==> src/design/i2cbb_pkg.sv <==
`timescale 1ns / 1ps
// ----------------------------------------------------------------------------
// I2C bit-bang sequencer package
// Shared constants, command and pin codes, and the structs that travel
// between the front end, the command queue and the pin sequencer.
// ----------------------------------------------------------------------------
package i2cbb_pkg;

   localparam int BITS_PER_BYTE  = 8;
   localparam int DELAY_WIDTH    = 16;
   localparam int FUNC_WIDTH     = 4;
   localparam int DATA_WIDTH     = 8;
   localparam int DATA_IDX_WIDTH = $clog2(DATA_WIDTH);
   localparam int BIT_CNT_WIDTH  =
      ($clog2(BITS_PER_BYTE + 1) > DATA_IDX_WIDTH + 1) ?
      $clog2(BITS_PER_BYTE + 1) : DATA_IDX_WIDTH + 1;
   localparam int QUEUE_DEPTH    = 4;
   localparam int QPTR_WIDTH     = $clog2(QUEUE_DEPTH);
   localparam int QCNT_WIDTH     = $clog2(QUEUE_DEPTH + 1);

   typedef enum logic [FUNC_WIDTH-1:0] {
      OP_NONE     = 4'd0,
      OP_IDLE     = 4'd1,
      OP_START    = 4'd2,
      OP_STOP     = 4'd3,
      OP_SENDBYTE = 4'd4,
      OP_RECVBYTE = 4'd5,
      OP_SENDBIT  = 4'd6,
      OP_RECVBIT  = 4'd7,
      OP_ACK      = 4'd8
   } op_type;

   typedef enum logic [1:0] {
      SDA_LOW  = 2'd0,
      SDA_HIGH = 2'd1,
      SDA_REL  = 2'd2
   } sda_type;

   typedef struct packed {
      logic    scl;
      sda_type sda;
   } pin_type;

   // One classified tick as it waits in the queue.
   typedef struct packed {
      op_type                op;
      logic [DATA_WIDTH-1:0] shift_init;
      logic                  sda_in;
   } cmd_type;

   typedef struct packed {
      logic                  scl_out;
      logic [1:0]            sda_mode;
      logic                  busy_res;
      logic                  done_res;
      logic [DATA_WIDTH-1:0] read_data;
   } rsp_type;

endpackage

==> src/design/i2cbb_req_if.sv <==
`timescale 1ns / 1ps
// ----------------------------------------------------------------------------
// I2C bit-bang request channel
// Valid/ready channel that carries one sequencer tick with its command.
// ----------------------------------------------------------------------------
interface i2cbb_req_if import i2cbb_pkg::*; ();

   logic                  valid;
   logic                  ready;
   logic [FUNC_WIDTH-1:0] func;
   logic [DATA_WIDTH-1:0] data_byte;
   logic                  sda_in;

   modport source (output valid, output func, output data_byte, output sda_in,
                   input ready);
   modport sink   (input valid, input func, input data_byte, input sda_in,
                   output ready);

endinterface

==> src/design/i2cbb_rsp_if.sv <==
`timescale 1ns / 1ps
// ----------------------------------------------------------------------------
// I2C bit-bang response channel
// Valid/ready channel that carries the pin levels and status of one tick.
// ----------------------------------------------------------------------------
interface i2cbb_rsp_if import i2cbb_pkg::*; ();

   logic                  valid;
   logic                  ready;
   logic                  scl_out;
   logic [1:0]            sda_mode;
   logic                  busy_res;
   logic                  done_res;
   logic [DATA_WIDTH-1:0] read_data;

   modport source (output valid, output scl_out, output sda_mode, output busy_res,
                   output done_res, output read_data, input ready);
   modport sink   (input valid, input scl_out, input sda_mode, input busy_res,
                   input done_res, input read_data, output ready);

endinterface

==> src/design/i2cbb_front.sv <==
`timescale 1ns / 1ps
// ----------------------------------------------------------------------------
// I2C bit-bang front end
// Decodes the function code of each incoming tick and prepares the initial
// shift register contents before the tick is queued.
// ----------------------------------------------------------------------------
module i2cbb_front import i2cbb_pkg::*; (
   i2cbb_req_if.sink req_if,
   output cmd_type   cmd,
   output logic      cmd_valid,
   input  logic      cmd_ready
);

   op_type op;

   always_comb begin
      unique case (op_type'(req_if.func))
         OP_IDLE:     op = OP_IDLE;
         OP_START:    op = OP_START;
         OP_STOP:     op = OP_STOP;
         OP_SENDBYTE: op = OP_SENDBYTE;
         OP_RECVBYTE: op = OP_RECVBYTE;
         OP_SENDBIT:  op = OP_SENDBIT;
         OP_RECVBIT:  op = OP_RECVBIT;
         OP_ACK:      op = OP_ACK;
         default:     op = OP_NONE;
      endcase
   end

   always_comb begin
      cmd.op     = op;
      cmd.sda_in = req_if.sda_in;
      // Receives shift in from an empty register.
      if (op == OP_RECVBYTE || op == OP_RECVBIT) begin
         cmd.shift_init = '0;
      end else begin
         cmd.shift_init = req_if.data_byte;
      end
   end

   assign cmd_valid    = req_if.valid;
   assign req_if.ready = cmd_ready;

endmodule

==> src/design/i2cbb_queue.sv <==
`timescale 1ns / 1ps
// ----------------------------------------------------------------------------
// I2C bit-bang command queue
// Short FIFO between the front end and the pin sequencer so that either
// side can stall without stopping the other at once.
// ----------------------------------------------------------------------------
module i2cbb_queue import i2cbb_pkg::*; (
   input  logic    clock,
   input  logic    reset,
   input  cmd_type push_cmd,
   input  logic    push_valid,
   output logic    push_ready,
   output cmd_type pop_cmd,
   output logic    pop_valid,
   input  logic    pop_ready
);

   cmd_type                entry_ff [QUEUE_DEPTH];
   logic [QPTR_WIDTH-1:0]  wr_ptr_ff, wr_ptr_in;
   logic [QPTR_WIDTH-1:0]  rd_ptr_ff, rd_ptr_in;
   logic [QCNT_WIDTH-1:0]  count_ff, count_in;
   logic                   push;
   logic                   pop;

   assign push_ready = (count_ff != QCNT_WIDTH'(QUEUE_DEPTH));
   assign pop_valid  = (count_ff != '0);
   assign pop_cmd    = entry_ff[rd_ptr_ff];
   assign push       = push_valid && push_ready;
   assign pop        = pop_valid && pop_ready;

   always_comb begin
      wr_ptr_in = wr_ptr_ff;
      rd_ptr_in = rd_ptr_ff;
      count_in  = count_ff;
      if (push) begin
         wr_ptr_in = (wr_ptr_ff == QPTR_WIDTH'(QUEUE_DEPTH - 1)) ? '0 :
                     wr_ptr_ff + QPTR_WIDTH'(1);
      end
      if (pop) begin
         rd_ptr_in = (rd_ptr_ff == QPTR_WIDTH'(QUEUE_DEPTH - 1)) ? '0 :
                     rd_ptr_ff + QPTR_WIDTH'(1);
      end
      if (push && !pop) begin
         count_in = count_ff + QCNT_WIDTH'(1);
      end else if (pop && !push) begin
         count_in = count_ff - QCNT_WIDTH'(1);
      end
   end

   always_ff @(posedge clock) begin
      if (reset) begin
         wr_ptr_ff <= '0;
         rd_ptr_ff <= '0;
         count_ff  <= '0;
      end else begin
         wr_ptr_ff <= wr_ptr_in;
         rd_ptr_ff <= rd_ptr_in;
         count_ff  <= count_in;
      end
   end

   always_ff @(posedge clock) begin
      if (push) begin
         entry_ff[wr_ptr_ff] <= push_cmd;
      end
   end

endmodule

==> src/design/i2cbb_back.sv <==
`timescale 1ns / 1ps
// ----------------------------------------------------------------------------
// I2C bit-bang pin sequencer
// Runs one tick per queued item: starts commands, times each SCL/SDA phase,
// samples SDA on receives and registers the per-tick result.
// ----------------------------------------------------------------------------
module i2cbb_back import i2cbb_pkg::*; (
   input  logic                   clock,
   input  logic                   reset,
   input  logic                   csr_we,
   input  logic [DELAY_WIDTH-1:0] csr_wdata,
   input  cmd_type                cmd,
   input  logic                   cmd_valid,
   output logic                   cmd_ready,
   i2cbb_rsp_if.source            rsp_if
);

   localparam pin_type PIN_RESET = '{scl: 1'b1, sda: SDA_HIGH};

   op_type                   op_ff, op_in, op_a;
   logic [1:0]               phase_ff, phase_in, phase_a;
   logic [DELAY_WIDTH-1:0]   tick_ff, tick_in, tick_a;
   logic [BIT_CNT_WIDTH-1:0] bit_ff, bit_in, bit_a, bit_n, units;
   logic [DATA_WIDTH-1:0]    sh_ff, sh_in, sh_a;
   pin_type                  pin_ff, pin_in, pin_a;
   logic [DELAY_WIDTH-1:0]   delay_ff, delay_in, dly;
   logic [DELAY_WIDTH:0]     tick_inc;
   logic                     started, fin_a, fin_b, is_recv, unit_end;
   logic [1:0]               last_phase;
   op_type                   op_seen;
   logic                     step;
   logic                     rsp_valid_ff, rsp_valid_in;
   rsp_type                  rsp_ff, rsp_in;

   // Pin levels of one phase of a command.
   function automatic pin_type pins_of(op_type op, logic [1:0] phase,
                                       logic [DATA_WIDTH-1:0] sh,
                                       logic [BIT_CNT_WIDTH-1:0] bitcnt);
      pin_type                  p;
      logic                     d;
      logic [BIT_CNT_WIDTH-1:0] pos;
      pos = BIT_CNT_WIDTH'(BITS_PER_BYTE - 1) - bitcnt;
      d   = sh[0];
      if (op == OP_SENDBYTE) begin
         // Bytes go out MSB first; positions above the register send zero.
         d = (pos < BIT_CNT_WIDTH'(DATA_WIDTH)) ? sh[pos[DATA_IDX_WIDTH-1:0]] : 1'b0;
      end
      unique case (op)
         OP_IDLE: begin
            p = '{scl: 1'b1, sda: SDA_HIGH};
         end
         OP_START: begin
            p = '{scl: 1'b1, sda: (phase == 2'd0) ? SDA_HIGH : SDA_LOW};
         end
         OP_STOP: begin
            p = '{scl: 1'b1, sda: (phase == 2'd0) ? SDA_LOW : SDA_HIGH};
         end
         OP_SENDBYTE, OP_SENDBIT, OP_ACK: begin
            p = '{scl: (phase == 2'd1), sda: d ? SDA_HIGH : SDA_LOW};
         end
         default: begin
            p = '{scl: (phase == 2'd1), sda: SDA_REL};
         end
      endcase
      return p;
   endfunction

   assign cmd_ready = !rsp_valid_ff || rsp_if.ready;
   assign step      = cmd_valid && cmd_ready;
   assign dly       = (delay_ff == '0) ? DELAY_WIDTH'(1) : delay_ff;

   // Command entry: a new command is taken only between commands.
   always_comb begin
      op_a    = op_ff;
      phase_a = phase_ff;
      tick_a  = tick_ff;
      bit_a   = bit_ff;
      sh_a    = sh_ff;
      pin_a   = pin_ff;
      started = 1'b0;
      fin_a   = 1'b0;
      if (op_ff == OP_NONE && cmd.op != OP_NONE) begin
         started = 1'b1;
         phase_a = '0;
         tick_a  = '0;
         bit_a   = '0;
         sh_a    = cmd.shift_init;
         pin_a   = pins_of(cmd.op, 2'd0, cmd.shift_init, '0);
         if (cmd.op == OP_IDLE) begin
            // Idle has a single untimed phase and ends on the spot.
            op_a  = OP_NONE;
            fin_a = 1'b1;
         end else begin
            op_a = cmd.op;
         end
      end
   end

   // Next state: count the tick and move through the phase list.
   always_comb begin
      op_in      = op_a;
      phase_in   = phase_a;
      tick_in    = tick_a;
      bit_in     = bit_a;
      sh_in      = sh_a;
      pin_in     = pin_a;
      fin_b      = 1'b0;
      is_recv    = (op_a == OP_RECVBYTE) || (op_a == OP_RECVBIT);
      units      = (op_a == OP_SENDBYTE || op_a == OP_RECVBYTE) ?
                   BIT_CNT_WIDTH'(BITS_PER_BYTE) : BIT_CNT_WIDTH'(1);
      last_phase = (op_a == OP_START || op_a == OP_STOP || op_a == OP_ACK) ?
                   2'd1 : 2'd2;
      bit_n      = bit_a + BIT_CNT_WIDTH'(1);
      tick_inc   = {1'b0, tick_a} + (DELAY_WIDTH + 1)'(1);
      unit_end   = 1'b0;
      if (!fin_a && op_a != OP_NONE) begin
         if (is_recv && phase_a == 2'd1 && tick_a == '0) begin
            sh_in = {sh_a[DATA_WIDTH-2:0], cmd.sda_in};
         end
         if (tick_inc >= {1'b0, dly}) begin
            tick_in = '0;
            // The SCL-low phase after a received bit is untimed.
            if (is_recv && phase_a == 2'd1) begin
               pin_in   = pins_of(op_a, 2'd2, sh_in, bit_a);
               unit_end = 1'b1;
            end else if (phase_a == last_phase) begin
               unit_end = 1'b1;
            end else begin
               phase_in = phase_a + 2'd1;
               pin_in   = pins_of(op_a, phase_a + 2'd1, sh_in, bit_a);
            end
            if (unit_end) begin
               phase_in = '0;
               if (bit_n >= units) begin
                  op_in  = OP_NONE;
                  bit_in = '0;
                  fin_b  = 1'b1;
               end else begin
                  bit_in = bit_n;
                  pin_in = pins_of(op_a, 2'd0, sh_in, bit_n);
               end
            end
         end else begin
            tick_in = tick_inc[DELAY_WIDTH-1:0];
         end
      end
   end

   // Result of this tick.
   always_comb begin
      op_seen          = started ? cmd.op : op_ff;
      rsp_in.scl_out   = pin_a.scl;
      rsp_in.sda_mode  = pin_a.sda;
      rsp_in.busy_res  = started || (op_ff != OP_NONE);
      rsp_in.done_res  = fin_a || fin_b;
      rsp_in.read_data = '0;
      if ((fin_a || fin_b) && (op_seen == OP_RECVBYTE || op_seen == OP_RECVBIT)) begin
         rsp_in.read_data = sh_in;
      end
   end

   always_comb begin
      delay_in     = csr_we ? csr_wdata : delay_ff;
      rsp_valid_in = step ? 1'b1 : (rsp_if.ready ? 1'b0 : rsp_valid_ff);
   end

   always_ff @(posedge clock) begin
      if (reset) begin
         op_ff        <= OP_NONE;
         phase_ff     <= '0;
         tick_ff      <= '0;
         bit_ff       <= '0;
         sh_ff        <= '0;
         pin_ff       <= PIN_RESET;
         delay_ff     <= DELAY_WIDTH'(1);
         rsp_valid_ff <= 1'b0;
      end else begin
         if (step) begin
            op_ff    <= op_in;
            phase_ff <= phase_in;
            tick_ff  <= tick_in;
            bit_ff   <= bit_in;
            sh_ff    <= sh_in;
            pin_ff   <= pin_in;
         end
         delay_ff     <= delay_in;
         rsp_valid_ff <= rsp_valid_in;
      end
   end

   always_ff @(posedge clock) begin
      if (step) begin
         rsp_ff <= rsp_in;
      end
   end

   assign rsp_if.valid     = rsp_valid_ff;
   assign rsp_if.scl_out   = rsp_ff.scl_out;
   assign rsp_if.sda_mode  = rsp_ff.sda_mode;
   assign rsp_if.busy_res  = rsp_ff.busy_res;
   assign rsp_if.done_res  = rsp_ff.done_res;
   assign rsp_if.read_data = rsp_ff.read_data;

endmodule

==> src/design/i2c_bitbang_master_sequencer.sv <==
`timescale 1ns / 1ps
// ----------------------------------------------------------------------------
// I2C bit-bang master sequencer
// Software-timed I2C master pin sequencer, one request transfer per tick.
// ----------------------------------------------------------------------------
// Usage:
// Each transfer on req_if is one tick of the pin sequencer. It carries a
// command code (taken only while no command runs), the byte to send and the
// sampled SDA level. Every request yields exactly one transfer on rsp_if with
// the SCL level, the SDA drive mode, busy, a one-tick done pulse and the
// received byte on the done tick of a receive.
// csr_we/csr_wdata write the phase length in ticks (zero acts as one); write
// it only while no command is running and all responses are drained.
// A request is held in the four-entry queue and then in the sequencer step,
// which loads the response register that drives rsp_if. One request is taken
// every cycle while the queue is not full.
// When rsp_if stalls, the response register holds and the queue fills; once
// it holds four requests req_if.ready drops until responses drain.
// Reset empties the queue, sets the phase length to one tick and leaves SCL
// high with SDA driven high and no command active.
// ----------------------------------------------------------------------------
module i2c_bitbang_master_sequencer import i2cbb_pkg::*; (
   input  logic                   clock,
   input  logic                   reset,
   i2cbb_req_if.sink              req_if,
   i2cbb_rsp_if.source            rsp_if,
   input  logic                   csr_we,
   input  logic [DELAY_WIDTH-1:0] csr_wdata
);

   cmd_type fe_cmd;
   logic    fe_valid;
   logic    fe_ready;
   cmd_type q_cmd;
   logic    q_valid;
   logic    q_ready;

   i2cbb_front u_front (
      .req_if    (req_if),
      .cmd       (fe_cmd),
      .cmd_valid (fe_valid),
      .cmd_ready (fe_ready)
   );

   i2cbb_queue u_queue (
      .clock      (clock),
      .reset      (reset),
      .push_cmd   (fe_cmd),
      .push_valid (fe_valid),
      .push_ready (fe_ready),
      .pop_cmd    (q_cmd),
      .pop_valid  (q_valid),
      .pop_ready  (q_ready)
   );

   i2cbb_back u_back (
      .clock     (clock),
      .reset     (reset),
      .csr_we    (csr_we),
      .csr_wdata (csr_wdata),
      .cmd       (q_cmd),
      .cmd_valid (q_valid),
      .cmd_ready (q_ready),
      .rsp_if    (rsp_if)
   );

`ifndef SYNTHESIS
   // Every tick taken from the queue shows up as a response in the next cycle.
   a_step_gives_rsp: assert property (@(posedge clock) disable iff (reset)
      (q_valid && q_ready) |=> rsp_if.valid)
      else $error("queued tick did not produce a response");

   // A stalled response must block the sequencer from taking another tick.
   a_stall_blocks_step: assert property (@(posedge clock) disable iff (reset)
      (rsp_if.valid && !rsp_if.ready) |-> !(q_valid && q_ready))
      else $error("sequencer stepped while its response was stalled");

   // A command can only finish on a tick that it occupies.
   a_done_is_busy: assert property (@(posedge clock) disable iff (reset)
      (rsp_if.valid && rsp_if.done_res) |-> rsp_if.busy_res)
      else $error("done reported on a tick without a command");
`endif

endmodule

==> src/flat_wrapper.sv <==
// flat-port wrapper written by rule: the top's interface ports become plain ports
module i2c_bitbang_master_sequencer_flat import i2cbb_pkg::*;
  (clock, reset, csr_we, csr_wdata, req_if_valid, req_if_func, req_if_data_byte, req_if_sda_in, req_if_ready, rsp_if_valid, rsp_if_scl_out, rsp_if_sda_mode, rsp_if_busy_res, rsp_if_done_res, rsp_if_read_data, rsp_if_ready);
  i2cbb_req_if req_if_i ();
  i2cbb_rsp_if rsp_if_i ();
  input  logic clock;
  input  logic reset;
  input  logic csr_we;
  input  logic [DELAY_WIDTH-1:0] csr_wdata;
  input wire logic [$bits(req_if_i.valid)-1:0] req_if_valid;
  input wire logic [$bits(req_if_i.func)-1:0] req_if_func;
  input wire logic [$bits(req_if_i.data_byte)-1:0] req_if_data_byte;
  input wire logic [$bits(req_if_i.sda_in)-1:0] req_if_sda_in;
  output wire logic [$bits(req_if_i.ready)-1:0] req_if_ready;
  output wire logic [$bits(rsp_if_i.valid)-1:0] rsp_if_valid;
  output wire logic [$bits(rsp_if_i.scl_out)-1:0] rsp_if_scl_out;
  output wire logic [$bits(rsp_if_i.sda_mode)-1:0] rsp_if_sda_mode;
  output wire logic [$bits(rsp_if_i.busy_res)-1:0] rsp_if_busy_res;
  output wire logic [$bits(rsp_if_i.done_res)-1:0] rsp_if_done_res;
  output wire logic [$bits(rsp_if_i.read_data)-1:0] rsp_if_read_data;
  input wire logic [$bits(rsp_if_i.ready)-1:0] rsp_if_ready;
  assign req_if_i.valid = req_if_valid;
  assign req_if_i.func = req_if_func;
  assign req_if_i.data_byte = req_if_data_byte;
  assign req_if_i.sda_in = req_if_sda_in;
  assign req_if_ready = req_if_i.ready;
  assign rsp_if_valid = rsp_if_i.valid;
  assign rsp_if_scl_out = rsp_if_i.scl_out;
  assign rsp_if_sda_mode = rsp_if_i.sda_mode;
  assign rsp_if_busy_res = rsp_if_i.busy_res;
  assign rsp_if_done_res = rsp_if_i.done_res;
  assign rsp_if_read_data = rsp_if_i.read_data;
  assign rsp_if_i.ready = rsp_if_ready;
  i2c_bitbang_master_sequencer u_core (.clock(clock), .reset(reset), .req_if(req_if_i), .rsp_if(rsp_if_i), .csr_we(csr_we), .csr_wdata(csr_wdata));
endmodule
==> config.mk <==
export PLATFORM = sky130hd
export DESIGN_NAME = i2c_bitbang_master_sequencer_flat
export DESIGN_NICKNAME = d
export VERILOG_FILES = /design/src/design/i2cbb_pkg.sv /design/src/design/i2cbb_req_if.sv /design/src/design/i2cbb_rsp_if.sv /design/src/design/i2cbb_front.sv /design/src/design/i2cbb_queue.sv /design/src/design/i2cbb_back.sv /design/src/design/i2c_bitbang_master_sequencer.sv /design/src/flat_wrapper.sv
export SDC_FILE = /design/constraint.sdc
export NUM_CORES = 1
export LEC_CHECK = 0
export BUFFER_PORTS_ARGS = -buffer_cell sky130_fd_sc_hd__buf_2
export CAP_MARGIN = 20
export CORE_UTILIZATION = 35
export DETAILED_ROUTE_END_ITERATION = 7
export PLACE_DENSITY = 0.54
export SETUP_SLACK_MARGIN = 0.05
export SLEW_MARGIN = 20
export SYNTH_ARGS = -nofsm -noshare
export SYNTH_HDL_FRONTEND = slang
export SYNTH_SLANG_ARGS = --single-unit
==> constraint.sdc <==
create_clock -name clock -period 7.55 [get_ports clock]
set_input_delay 0.3775 -clock clock [delete_from_list [all_inputs] [get_ports clock]]
set_output_delay 0.3775 -clock clock [all_outputs]
set_load 0.02 [all_outputs]
# Word-level counts from Yosys, hierarchy flattened
# Memory sizes are Yosys's and may differ from the RTL's. A register that Yosys moved wholly into a read port is not among the register bits.
# Index checks and enable logic that the tools add are counted.
# totals
regBits	74
ram_bits	52
rom_bits	64
input_bits	34
out_inout_bits	15
wordCells	183
mem_count	2
# op_classes
n_addsub	9
n_lt_le_gt_ge	6
eq_ne	24
muxes	88
reduce_logical	37
# mem_list
name	depth	word_bits	read_ports	rd_ports_with_merged_regs	write_ports	line	text
(name not given)	16	4	1	0	0	i2cbb_front.sv:17	unique case (op_type'(req_if.func))
u_core.u_queue.entry_ff	4	13	1	1	1	i2cbb_queue.sv:18	cmd_type entry_ff [QUEUE_DEPTH];
# ops
op	count
$mux 16	4
$mux 4	13
$eq 4x3->1 const B	10
$mux 1	40
$mux 8	5
$logic_not 16->1	2
$mux 3	9
$pmux 3 s3	3
$mux 2	11
$add 16x1->17 const B	1
$ge 17x16->1	1
$eq 4x2->1 const B	4
$pmux 3 s4	1
$reduce_bool 4->1	3
$logic_and 1x1->1	9
$logic_or 1x1->1	9
$eq 4x1->1 const B	2
$eq 4x4->1 const B	2
$lt 3x4->1 const B	2
$lt 4x4->1 const B	2
$sub 3x4->4 const A	2
$add 2x1->2 const B	3
$bmux 1 s3	2
$reduce_or 2->1	3
14 further kinds	21

# Depth between registers and ports, before layout
# Gate-level depths: netlist of run 1.
# logic_depth
depth_word	25
mapped_depth	26
depth_no_buf	20

# Cells and area by module
# Synthesis of run 1 repeated with hierarchy kept, for this count alone.
# hier_totals
hier_cells	693
hier_area_um2	7020.5
# modules_own_cells
mod	n_inst	cells_per_inst	area_per_inst_um2	seq_area_each_um2
i2cbb_back	1	562	4549.4	1471.4
i2cbb_queue	1	115	2349.8	1741.7
i2cbb_front	1	16	121.4	0.0

# Least setup slack after synthesis of run 1
# Ideal clock, no wire load.
# synth_timing
kind	reg2reg
from	reg with a tool-made name
to	reg u_core.u_back.tick_ff[10]
setup_time_ns	0.071
arrival_time_ns	5.317
required_time_ns	7.479
setup_slack_ns	2.162
path_stages_with_launch	26
n_path_buf	6
period_less_slack_ns	5.388
path_cell_list	dfxtp_1 buf_6 buf_6 mux4_2 o41ai_1 buf_2 buf_4 clkbuf_1 nand2_1 inv_1 ha_1 nand4_1 nor4b_4 nand3_1 xor2_1 nor2_1 ha_1 a2111oi_0 o211ai_1 nor3_1 a211o_1 and3_1 clkbuf_1 nor3b_1 o21ai_1 a21oi_1
# synth_rtl
element	line	text
end signal, assigned	i2cbb_back.sv:181	tick_ff <= tick_in;
end, declared	i2cbb_back.sv:22	logic [DELAY_WIDTH-1:0] tick_ff, tick_in, tick_a;

==> flow_summary.ini, run 1 <==
[drt]
wl_per_cell_um = 16.4
detail_route.vias_per_cell = 5.33
final_antenna_net_count = 0
route.final.wire_length_um = 16700
via_count = 5423
drt_drc_violations_left = 0
detailedRoute.firstPassIterationCount = 5
drt_first_iter_violations = 430

[sta]
finalSetupViolations = 0
final_period_minus_worst_setup_slack_ns = 6.13
final_min_period_over_clock_period_pct = 81.2
fin_setup_tns_ns = 0
finalHoldViolCount = 0
timing.clock.skew_ns = 0.00626
max_freq_mhz = 163
max-slew-margin-rel_pct = 37.1
finalMaxSlewViolations = 0
worst-slew-pin-transition_ns = 0.928
rsz0062_at_grt = false
setup_slack_ns = 1.42

[pwr]
power.share.switching_pct = 44.4
power.density_nw_per_um2 = 418
intPower_uw = 1840
max-vdd-ir-drop_mv = 0.232
netSwitchingPower_uw = 1470
static-leakage-power_uw = 0.00303
seqPwrFrac_pct = 29.5
share_comb_of_total_power_pct = 47.0
portion_of_total_power_attributed_to_the_clock_network_pct = 23.5

[clocking]
cts-htree-levels = 4
postCtsResizedCells = 0
post_cts.repair.setup_buffers = 0
clock_sinks = 128
cts-hold-fix-buffers = 0
ctsLongestPathBuffers = 2
cts_buffer_count = 17
cts.clk_slew.worst_paths_ns = 0.06
cts-root-buf = sky130_fd_sc_hd__clkbuf_16
cts_tree = yes
insertion_delay_ns = 0.42

[finish]
area_taken_by_multi_input_logic_gates_um2 = 3410
layout.cells.most_common = sky130_fd_sc_hd__nor2_1
fillCellCount = 1909
layout.nets = 805
finish.cell_count_without_fillers = 1018
most_frequent_cells_in_the_layout = sky130_fd_sc_hd__nor2_1, sky130_fd_sc_hd__edfxtp_1, sky130_fd_sc_hd__dfxtp_1
register_area_um2 = 3210
antenna_cells = 0
post_route_cells_drive_above_1_share_pct = 14.9
finish.instance_area_um2 = 7910
layout-area-overhead-vs-synth_pct = 14.5

[worst_setup_path]
cp-start-kind = register
cp.arrival_ns = 6.47
timing_worst_setup_path_type = register to register
slowest_delay_ns = 0.86
required_ns = 7.89
critical_path.slowest_cell = sky130_fd_sc_hd__dfxtp_1
cp.buffers_inverters = 2
path_delay_family = simple AND/OR/NAND/NOR gates
worst_setup_path_end_kind = register
cp_cell_sequence = mux4_2 > o41ai_2 > buf_4 > nand2_1 > inv_1 > ha_1 > nand4_1 > nor4b_4 > nand3_1 > xor2_1 > nor2_1 > ha_1 > a2111oi_0 > o211ai_1 > nor3_1 > a211o_1 > and3_1 > nor3b_1 > o21ai_1 > a21oi_1
critPathMostFrequentCell = sky130_fd_sc_hd__ha_1
timing.critical_path.fanout_max = 16

[logic_synthesis]
ys_dominant_reg_cell = sky130_fd_sc_hd__edfxtp_1
yosysUniqueCellTypes = 69
synth_enable_flop_cells = 65
synthesis.yosys.warnings = 0
ys_ff_latch = 128
async_reset_ff_share_pct = 0
synth_largest_type_area_fraction_pct = 28.3
syn_nets = 771
synthDominantAreaCellType = sky130_fd_sc_hd__edfxtp_1
synth_cells = 706
synthesis.area_um2 = 6910
synthesis.area_per_instance_um2 = 9.78
yosysSeqAreaShare_pct = 46.5
yosys-top-cells-area = sky130_fd_sc_hd__edfxtp_1, sky130_fd_sc_hd__dfxtp_1, sky130_fd_sc_hd__nor2_1, sky130_fd_sc_hd__ha_1, sky130_fd_sc_hd__mux4_2

[placed_design]
dp_hpwl_um = 11800
place.detailed.instances = 986
pre_cts_ws_ns = 1.36
finalWeightedCongestion = 0.904
placement.io_buffers = 48
post_dp_cell_area_um2 = 7350

[hold_path]
worst_hold_path_type = input pin to register

[floorplanning]
dieArea_um2 = 20300
initial_utilization_pct = 35.6
rows = 51
top_level_ports = 49
core_area_um2 = 19400
die_height_um = 142
die-width_um = 142

[global_route]
grt_pass1_wl_um = 26800
gr-total-overflow = 0
antenna_violations_before_repair = 0
grt_start_max_net_pins = 59
via_count_of_the_first_global_routing_pass = 5274
grt_use_total_pct = 17.3

[run]
cap_viol_max_count = 0

[run_status]
status = finished, final reports clean
cell families (layout without fill, tap and decap cells):
family,Yosys count,after routing,synth area share [%]
AND/OR/NAND/NOR,284,284,20.0
AO/OA/AOI/OAI,145,145,14.2
flip-flops,128,128,46.5
buffers and inverters,69,116,4.22
multiplexers,34,34,7.44
adder cells (fa/ha/maj),31,31,5.72
XOR/XNOR,15,15,1.90
area by class of cell:
cell class                      instances  share of cell area, %
Multi-Input combinational cell        509                   43.1
Timing Repair Buffer                   53                   3.54
Clock buffer                           17                   5.38
Tap cell                              265                   4.19
Inverter                               31                   1.47
Clock inverter                         15                   1.71
Sequential cell                       128                   40.6
synth_stat cells, drive strengths merged (10+ instances only):
cell type  instances
clkbuf            25
nor2             112
and3              12
dfxtp             63
mux2i             21
nor3              19
edfxtp            65
ha                30
and2              16
mux4              13
a21oi             38
nand3             19
a22oi             14
o21ai             42
nand2             58
xor2              10
nor4              10
buf               13
inv               31
power groups by stage:
stage | Clock [uW] | Sequential, uW | Combinational, uW
4_1_cts | 794 | 976 | 1550
3_3_place_gp | 0 | 988 | 1520
3_5_place_dp | 0 | 990 | 1540
2_1_floorplan | 0 | 984 | 1140
5_1_grt | 818 | 990 | 1710
6_report | 777 | 973 | 1550
per-layer routing:
| layer | vias up | routed length (um) | global-route usage, % |
|---|---|---|---|
| met5 | - | 0 | 0 |
| li1 | 2631 | - | - |
| met3 | 24 | 774 | 3.70 |
| met4 | 0 | 378 | 8.09 |
| met2 | 166 | 7990 | 27.8 |
| met1 | 2602 | 7590 | 22.1 |
path summary, 6_finish.rpt:
check	from	endpoint	slack, ns	cells after the start
worst min register to register	u_core.u_back.pin_ff[1]	u_core.u_back.pin_ff[1]	0.48	2
worst max register to register	register	u_core.u_back.tick_ff[10]	1.42	20
worst min-delay path	csr_wdata[0]	u_core.u_back.delay_ff[0]	0.17	2
worst max-delay path	register	u_core.u_back.tick_ff[10]	1.42	20
registers in the layout (all words and copies together), names as in the netlist, named ones only:
signal,cells
u_core.u_back.rsp_if.done_res,1
u_core.u_back.delay_ff,16
u_core.u_back.bit_ff,4
u_core.u_back.phase_ff,2
u_core.u_back.rsp_if.valid,1
u_core.u_back.rsp_if.read_data,8
u_core.u_queue.entry_ff,52
u_core.u_back.rsp_if.sda_mode,2
u_core.u_back.rsp_if.busy_res,1
u_core.u_queue.count_ff,3
u_core.u_back.tick_ff,16
u_core.u_queue.rd_ptr_ff,2
u_core.u_back.rsp_if.scl_out,1
u_core.u_back.op_ff,4
u_core.u_back.sh_ff,8
u_core.u_queue.wr_ptr_ff,2
u_core.u_back.pin_ff,3
through the flow:
stage               total power, uW  utilization, %  hold slack (ns)
detailed placement             2530            37.9            0.476
global placement               2510            37.9            0.460
floorplan                      2120               -            0.447
global route                   3520            40.8            0.158
CTS                            3320            40.8            0.150
finish                         3300            40.8            0.168
(Power assumes the default switching activity.)
==> run 2, diff against run 1 <==
Clock period 7.55 ns to 5.7 ns, I/O delays scaled along.
==> run 2 against run 1 <==
  * The flow now finishes with violations (design-rule violations)
  * Wire length rose by 0.92%
  * Sequential power rose by 31%
  * Power rose by 36%
  * Combinational power rose by 37%
  * Clock skew rose by 0.0054 ns
  * Setup slack got worse by 0.85 ns
  * Non-clock buffer count rose by 8
  * Sequential share of layout area fell by 0.53 points
==> flow_summary.ini, run 2 (synthesis results as in run 1) <==
[worst_setup_path]
timing_worst_setup_path_type = register to register
cp.arrival_ns = 5.40
required_ns = 5.97
cp-start-kind = register
register_to_register_path_setup_slack_ns = 0.57
timing.critical_path.fanout_max = 12
worst_setup_path_end_kind = register

[global_route]
via_count_of_the_first_global_routing_pass = 5277
grt_pass1_wl_um = 27100
grt_use_total_pct = 17.3
grt_start_max_net_pins = 59
antenna_violations_before_repair = 0
gr-total-overflow = 0

[clocking]
cts-hold-fix-buffers = 0
post_cts.repair.setup_buffers = 0
cts-htree-levels = 4
insertion_delay_ns = 0.42
clock_sinks = 128
cts_buffer_count = 17
cts-root-buf = sky130_fd_sc_hd__clkbuf_16
cts.clk_slew.worst_paths_ns = 0.06
postCtsResizedCells = 0
cts_tree = yes
ctsLongestPathBuffers = 2

[floorplanning]
dieArea_um2 = 20300
rows = 51
die-width_um = 142
die_height_um = 142
core_area_um2 = 19400
initial_utilization_pct = 35.6
top_level_ports = 49

[sta]
finalHoldViolCount = 0
finalMaxSlewViolations = 0
final_min_period_over_clock_period_pct = 90.0
finalSetupViolations = 0
max_freq_mhz = 195
hold-worst-slack_ns = 0.0741
max-slew-margin-rel_pct = 40.0
rsz0062_at_grt = false
timing.clock.skew_ns = 0.0116
final_period_minus_worst_setup_slack_ns = 5.13
worst-slew-pin-transition_ns = 0.887
fin_setup_tns_ns = 0

[run_status]
status = finished, violations left
failed_checks = design-rule violations

[placed_design]
post_dp_cell_area_um2 = 7410
dp_hpwl_um = 12200
finalWeightedCongestion = 0.896
placement.io_buffers = 48

[pwr]
share_comb_of_total_power_pct = 47.4
power.density_nw_per_um2 = 561
max-vdd-ir-drop_mv = 0.264
intPower_uw = 2550
portion_of_total_power_attributed_to_the_clock_network_pct = 24.4
static-leakage-power_uw = 0.00309
netSwitchingPower_uw = 1940
power.share.switching_pct = 43.2
seqPwrFrac_pct = 28.2

[finish]
register_area_um2 = 3210
largest_register = u_core.u_queue.entry_ff
post_route_cells_drive_above_1_share_pct = 15.8
layout.nets = 813
layout_top_registers = u_core.u_queue.entry_ff (52), u_core.u_back.delay_ff (16), u_core.u_back.tick_ff (16)
antenna_cells = 0
layout-area-overhead-vs-synth_pct = 16.0
layout.cells.most_common = sky130_fd_sc_hd__nor2_1
finish.instance_area_um2 = 8020
largest_register_ffs = 52
most_frequent_cells_in_the_layout = sky130_fd_sc_hd__nor2_1, sky130_fd_sc_hd__edfxtp_1, sky130_fd_sc_hd__dfxtp_1
area_taken_by_multi_input_logic_gates_um2 = 3420
fillCellCount = 1910

[run]
cap_viol_max_count = 0

[drt]
final_antenna_net_count = 0
drt_drc_violations_left = 2
wl_per_cell_um = 16.5
route.final.wire_length_um = 16900
via_count = 5419
drt_first_iter_violations = 469
detailedRoute.firstPassIterationCount = 7
detail_route.vias_per_cell = 5.28

[hold_path]
worst_hold_path_type = input pin to register
run 2: metrics by stage:
stage / worst slack [ns] / instances / power [uW] / utilization, %
final: 0.571 / 1026 / 4490 / 41.3
after global routing: 0.0924 / 1026 / 4780 / 41.3
after CTS: 0.279 / 1026 / 4490 / 41.3
after detailed placement: 0.347 / 994 / 3380 / 38.2
after global placement: 0.569 / 994 / 3360 / 38.2
after floorplan: 0.312 / 706 / 2810 / -
run 2: power by group through the flow:
stage                     Clock, uW  Combinational (uW)  Sequential [uW]
after CTS                      1120                2110             1270
after global routing           1150                2330             1290
after floorplan                   0                1500             1300
final                          1100                2130             1270
after global placement            0                2080             1280
after detailed placement          0                2100             1290
run 2: worst paths after layout:
check                                   start                         to  cells after the start
setup reg to reg                     register    u_core.u_back.bit_ff[2]                     20
hold reg to reg   u_core.u_queue.rd_ptr_ff[1]                   register                      2
setup / recovery                     register    u_core.u_back.bit_ff[2]                     20
hold / removal                   csr_wdata[0]  u_core.u_back.delay_ff[0]                      2
run 2: per-layer routing:
metal	up-vias	GRT usage (%)	wire length (um)
li1	2640	-	-
met1	2603	22.1	7680
met2	151	28.3	8100
met3	25	3.77	793
met4	0	7.41	318
met5	-	0	0
run 2: layout make-up:
class | count | share of cell area [%]
Inverter | 31 | 1.45
Clock buffer | 18 | 5.35
Sequential cell | 128 | 40.1
Clock inverter | 14 | 2.04
Multi-Input combinational cell | 509 | 42.7
Tap cell | 265 | 4.14
Timing Repair Buffer | 61 | 4.21
run 2: critical path, stage by stage (launching register included):
cell and delay [ns]:
sky130_fd_sc_hd__dfxtp_1 0.45, sky130_fd_sc_hd__buf_4 0.23, sky130_fd_sc_hd__mux4_2 0.66, sky130_fd_sc_hd__o41ai_4 0.33, sky130_fd_sc_hd__nand2_1 0.14, sky130_fd_sc_hd__inv_1 0.10, sky130_fd_sc_hd__ha_1 0.22, sky130_fd_sc_hd__nand4_1 0.19
sky130_fd_sc_hd__nor4b_4 0.29, sky130_fd_sc_hd__nand3_1 0.12, sky130_fd_sc_hd__xor2_1 0.14, sky130_fd_sc_hd__nor2_1 0.07, sky130_fd_sc_hd__ha_1 0.30, sky130_fd_sc_hd__nand4_1 0.13, sky130_fd_sc_hd__o211ai_1 0.24, sky130_fd_sc_hd__nor3_1 0.08
sky130_fd_sc_hd__a211o_2 0.44, sky130_fd_sc_hd__a211oi_1 0.35, sky130_fd_sc_hd__o21ai_1 0.19, sky130_fd_sc_hd__a211oi_1 0.25, sky130_fd_sc_hd__nor3_1 0.07
==> run 3, diff against run 2 <==
Settings changed: PLACE_DENSITY 0.54 to 0.56.
Clock period 5.7 ns to 4.4 ns, I/O delays scaled along.
==> run 3 against run 2 <==
  * The flow finishes with violations (negative setup slack)
  * First-iteration DRC count shrank 27%
  * Flip-flop and latch count is the same
  * Sequential power grew 28%
  * Utilization grew 2.7 points
  * Hold slack lost 0.043 ns
  * Power grew 37%
  * Critical path type unchanged
==> flow_summary.ini, run 3 (synthesis results as in run 1) <==
[finish]
largest_register = u_core.u_queue.entry_ff
largest_register_ffs = 52
most_frequent_cells_in_the_layout = sky130_fd_sc_hd__nor2_1, sky130_fd_sc_hd__edfxtp_1, sky130_fd_sc_hd__dfxtp_1
layout.cells.most_common = sky130_fd_sc_hd__nor2_1
layout-area-overhead-vs-synth_pct = 23.5
layout_top_registers = u_core.u_queue.entry_ff (52), u_core.u_back.delay_ff (16), u_core.u_back.tick_ff (16)
post_route_cells_drive_above_1_share_pct = 23.6
antenna_cells = 0
layout.nets = 858

[sta]
final_min_period_over_clock_period_pct = 105
finalMaxSlewViolations = 0
timing.clock.skew_ns = 0.00973
finalSetupViolations = 37
finalHoldViolCount = 0
final_period_minus_worst_setup_slack_ns = 4.62
worst-slew-pin-transition_ns = 0.968
max_freq_mhz = 217
setup_slack_ns = -0.219
rsz0062_at_grt = true
max-slew-margin-rel_pct = 34.4

[worst_setup_path]
worst_setup_path_end_kind = register
timing_worst_setup_path_type = register to register
cp_cell_sequence = mux4_2 > o41ai_4 > buf_4 > nand2_4 > inv_4 > ha_4 > nand4_1 > nor4b_4 > nand3_1 > xor2_1 > nor2_2 > ha_4 > nand4_1 > o211ai_1 > nor3_1 > a211o_2 > buf_4 > a211oi_4 > and2_4 > a21oi_1 > nor3_1
cp.arrival_ns = 4.97
slowest_delay_ns = 0.55
path_delay_family = compound AO/OA/AOI/OAI gates
critical_path.slowest_cell = sky130_fd_sc_hd__mux4_2
cp.buffers_inverters = 3
worst_r2r_endpoint = u_core.u_back.bit_ff[2]
register_to_register_path_setup_slack_ns = -0.22
required_ns = 4.75
timing.critical_path.fanout_max = 5
worst_r2r_path_depth = 21
cp-start-kind = register

[pwr]
portion_of_total_power_attributed_to_the_clock_network_pct = 22.7
intPower_uw = 3510
power.share.switching_pct = 43.1
netSwitchingPower_uw = 2660
power_uw = 6160
max-vdd-ir-drop_mv = 0.308
power.density_nw_per_um2 = 722
share_comb_of_total_power_pct = 50.8
seqPwrFrac_pct = 26.5
static-leakage-power_uw = 0.00336

[hold_path]
worst_hold_path_type = input pin to register
min_delay_path_depth = 3
worst_hold_startpoint = csr_wdata[7]
min_delay_worst_endpoint = u_core.u_back.delay_ff[7]

[drt]
route.final.wire_length_um = 16500
drt_drc_violations_left = 0
via_count = 5455
detail_route.vias_per_cell = 5.10
drt_first_iter_violations = 341
final_antenna_net_count = 0
wl_per_cell_um = 15.4
detailedRoute.firstPassIterationCount = 5

[global_route]
grt_use_total_pct = 17.0
gr-total-overflow = 0
grt_start_max_net_pins = 59
via_count_of_the_first_global_routing_pass = 5156
antenna_violations_before_repair = 0
grt_pass1_wl_um = 26600

[floorplanning]
initial_utilization_pct = 35.6
rows = 51
die-width_um = 142
top_level_ports = 49
core_area_um2 = 19400
die_height_um = 142
dieArea_um2 = 20300

[placed_design]
dp_hpwl_um = 11700
placement.io_buffers = 48
finalWeightedCongestion = 0.821
pre_cts_ws_ns = -0.412

[clocking]
ctsLongestPathBuffers = 2
cts-htree-levels = 4
insertion_delay_ns = 0.42
clock_sinks = 128
cts_buffer_count = 17
cts.clk_slew.worst_paths_ns = 0.06
cts-root-buf = sky130_fd_sc_hd__clkbuf_16
cts_tree = yes

[run]
cap_viol_max_count = 0

[run_status]
status = finished, violations left
failed_checks = negative setup slack
==> run 3: changes by cell type in the layout (fill, tap and decap cells not counted), moves of 3 or more <==
cell                       delta
sky130_fd_sc_hd__clkinv_4     +3
sky130_fd_sc_hd__a22oi_1      -7
sky130_fd_sc_hd__nor2_1       -3
sky130_fd_sc_hd__a22oi_2      +7
sky130_fd_sc_hd__buf_4       +40
sky130_fd_sc_hd__nor2_2       +3
sky130_fd_sc_hd__o21ai_0      -4
sky130_fd_sc_hd__buf_6        +3
==> run 3: routing by layer <==
layer / GRT usage (%) / vias up / routed length, um
met5: 0 / - / 0
met4: 6.00 / 0 / 238
met3: 3.60 / 27 / 585
met2: 27.3 / 113 / 7760
met1: 22.6 / 2579 / 7920
li1: - / 2736 / -
==> run 3: what timing repair did <==
item	4_1_cts	5_1_grt
endpoints found under the setup margin	38	38
cloned	0	0
hold endpoints to repair	5	0
pin swaps	8	3
resized for setup	13	17
hold buffers	2	0
buffers inserted	6	6
==> run 3: stage by stage <==
| step | area [um^2] | hold slack (ns) | utilization [%] | cells | setup TNS (ns) |
|---|---|---|---|---|---|
| after CTS | 8410 | 0.0168 | 43.3 | 1064 | -7.29 |
| after global placement | 7710 | 0.427 | 39.7 | 1025 | -5.03 |
| after floorplan | 7020 | 0.319 | - | 706 | -17.29 |
| final | 8530 | 0.0310 | 44.0 | 1070 | -5.57 |
| after detailed placement | 7710 | 0.426 | 39.7 | 1025 | -10.34 |
| after global routing | 8530 | 0.0279 | 44.0 | 1070 | -15.78 |
==> run 3: worst min-delay path, delay by kind of cell <==
family | cells | cell delay (ns)
buffers and inverters | 1 | 0.07
and+or+nand+nor | 1 | 0.07
muxes | 1 | 0.05
==> run 3: power groups by stage <==
stage | clock, uW | combinational, uW | sequential (uW)
final | 1400 | 3130 | 1630
after global routing | 1480 | 3430 | 1660
after CTS | 1430 | 3070 | 1630
after detailed placement | 0 | 3010 | 1660
after global placement | 0 | 3010 | 1660
after floorplan | 0 | 2110 | 1690
==> run 3: layout make-up <==
| cell class | instances | area, um^2 |
|---|---|---|
| timing repair buffer | 106 | 692 |
| multi-input combinational | 509 | 3590 |
| fill | 1931 | 10900 |
| inverter | 31 | 119 |
| clock buffer | 17 | 425 |
| sequential | 128 | 3220 |
| clock inverter | 14 | 156 |
| tap | 265 | 332 |
==> run 3: worst max-delay path by stage <==
| stage | start | endpoint | slack (ns) | cells after the start |
|---|---|---|---|---|
| after floorplan | register | u_core.u_back.rsp_if.read_data[0] | -0.53 | 24 |
| after global placement | register | u_core.u_back.rsp_if.read_data[6] | -0.27 | 20 |
| after detailed placement | register | u_core.u_back.rsp_if.read_data[6] | -0.41 | 20 |
| after CTS | register | u_core.u_back.rsp_if.read_data[5] | -0.26 | 20 |
| after global routing | register | u_core.u_back.bit_ff[2] | -0.51 | 21 |
| final | register | u_core.u_back.bit_ff[2] | -0.22 | 21 |
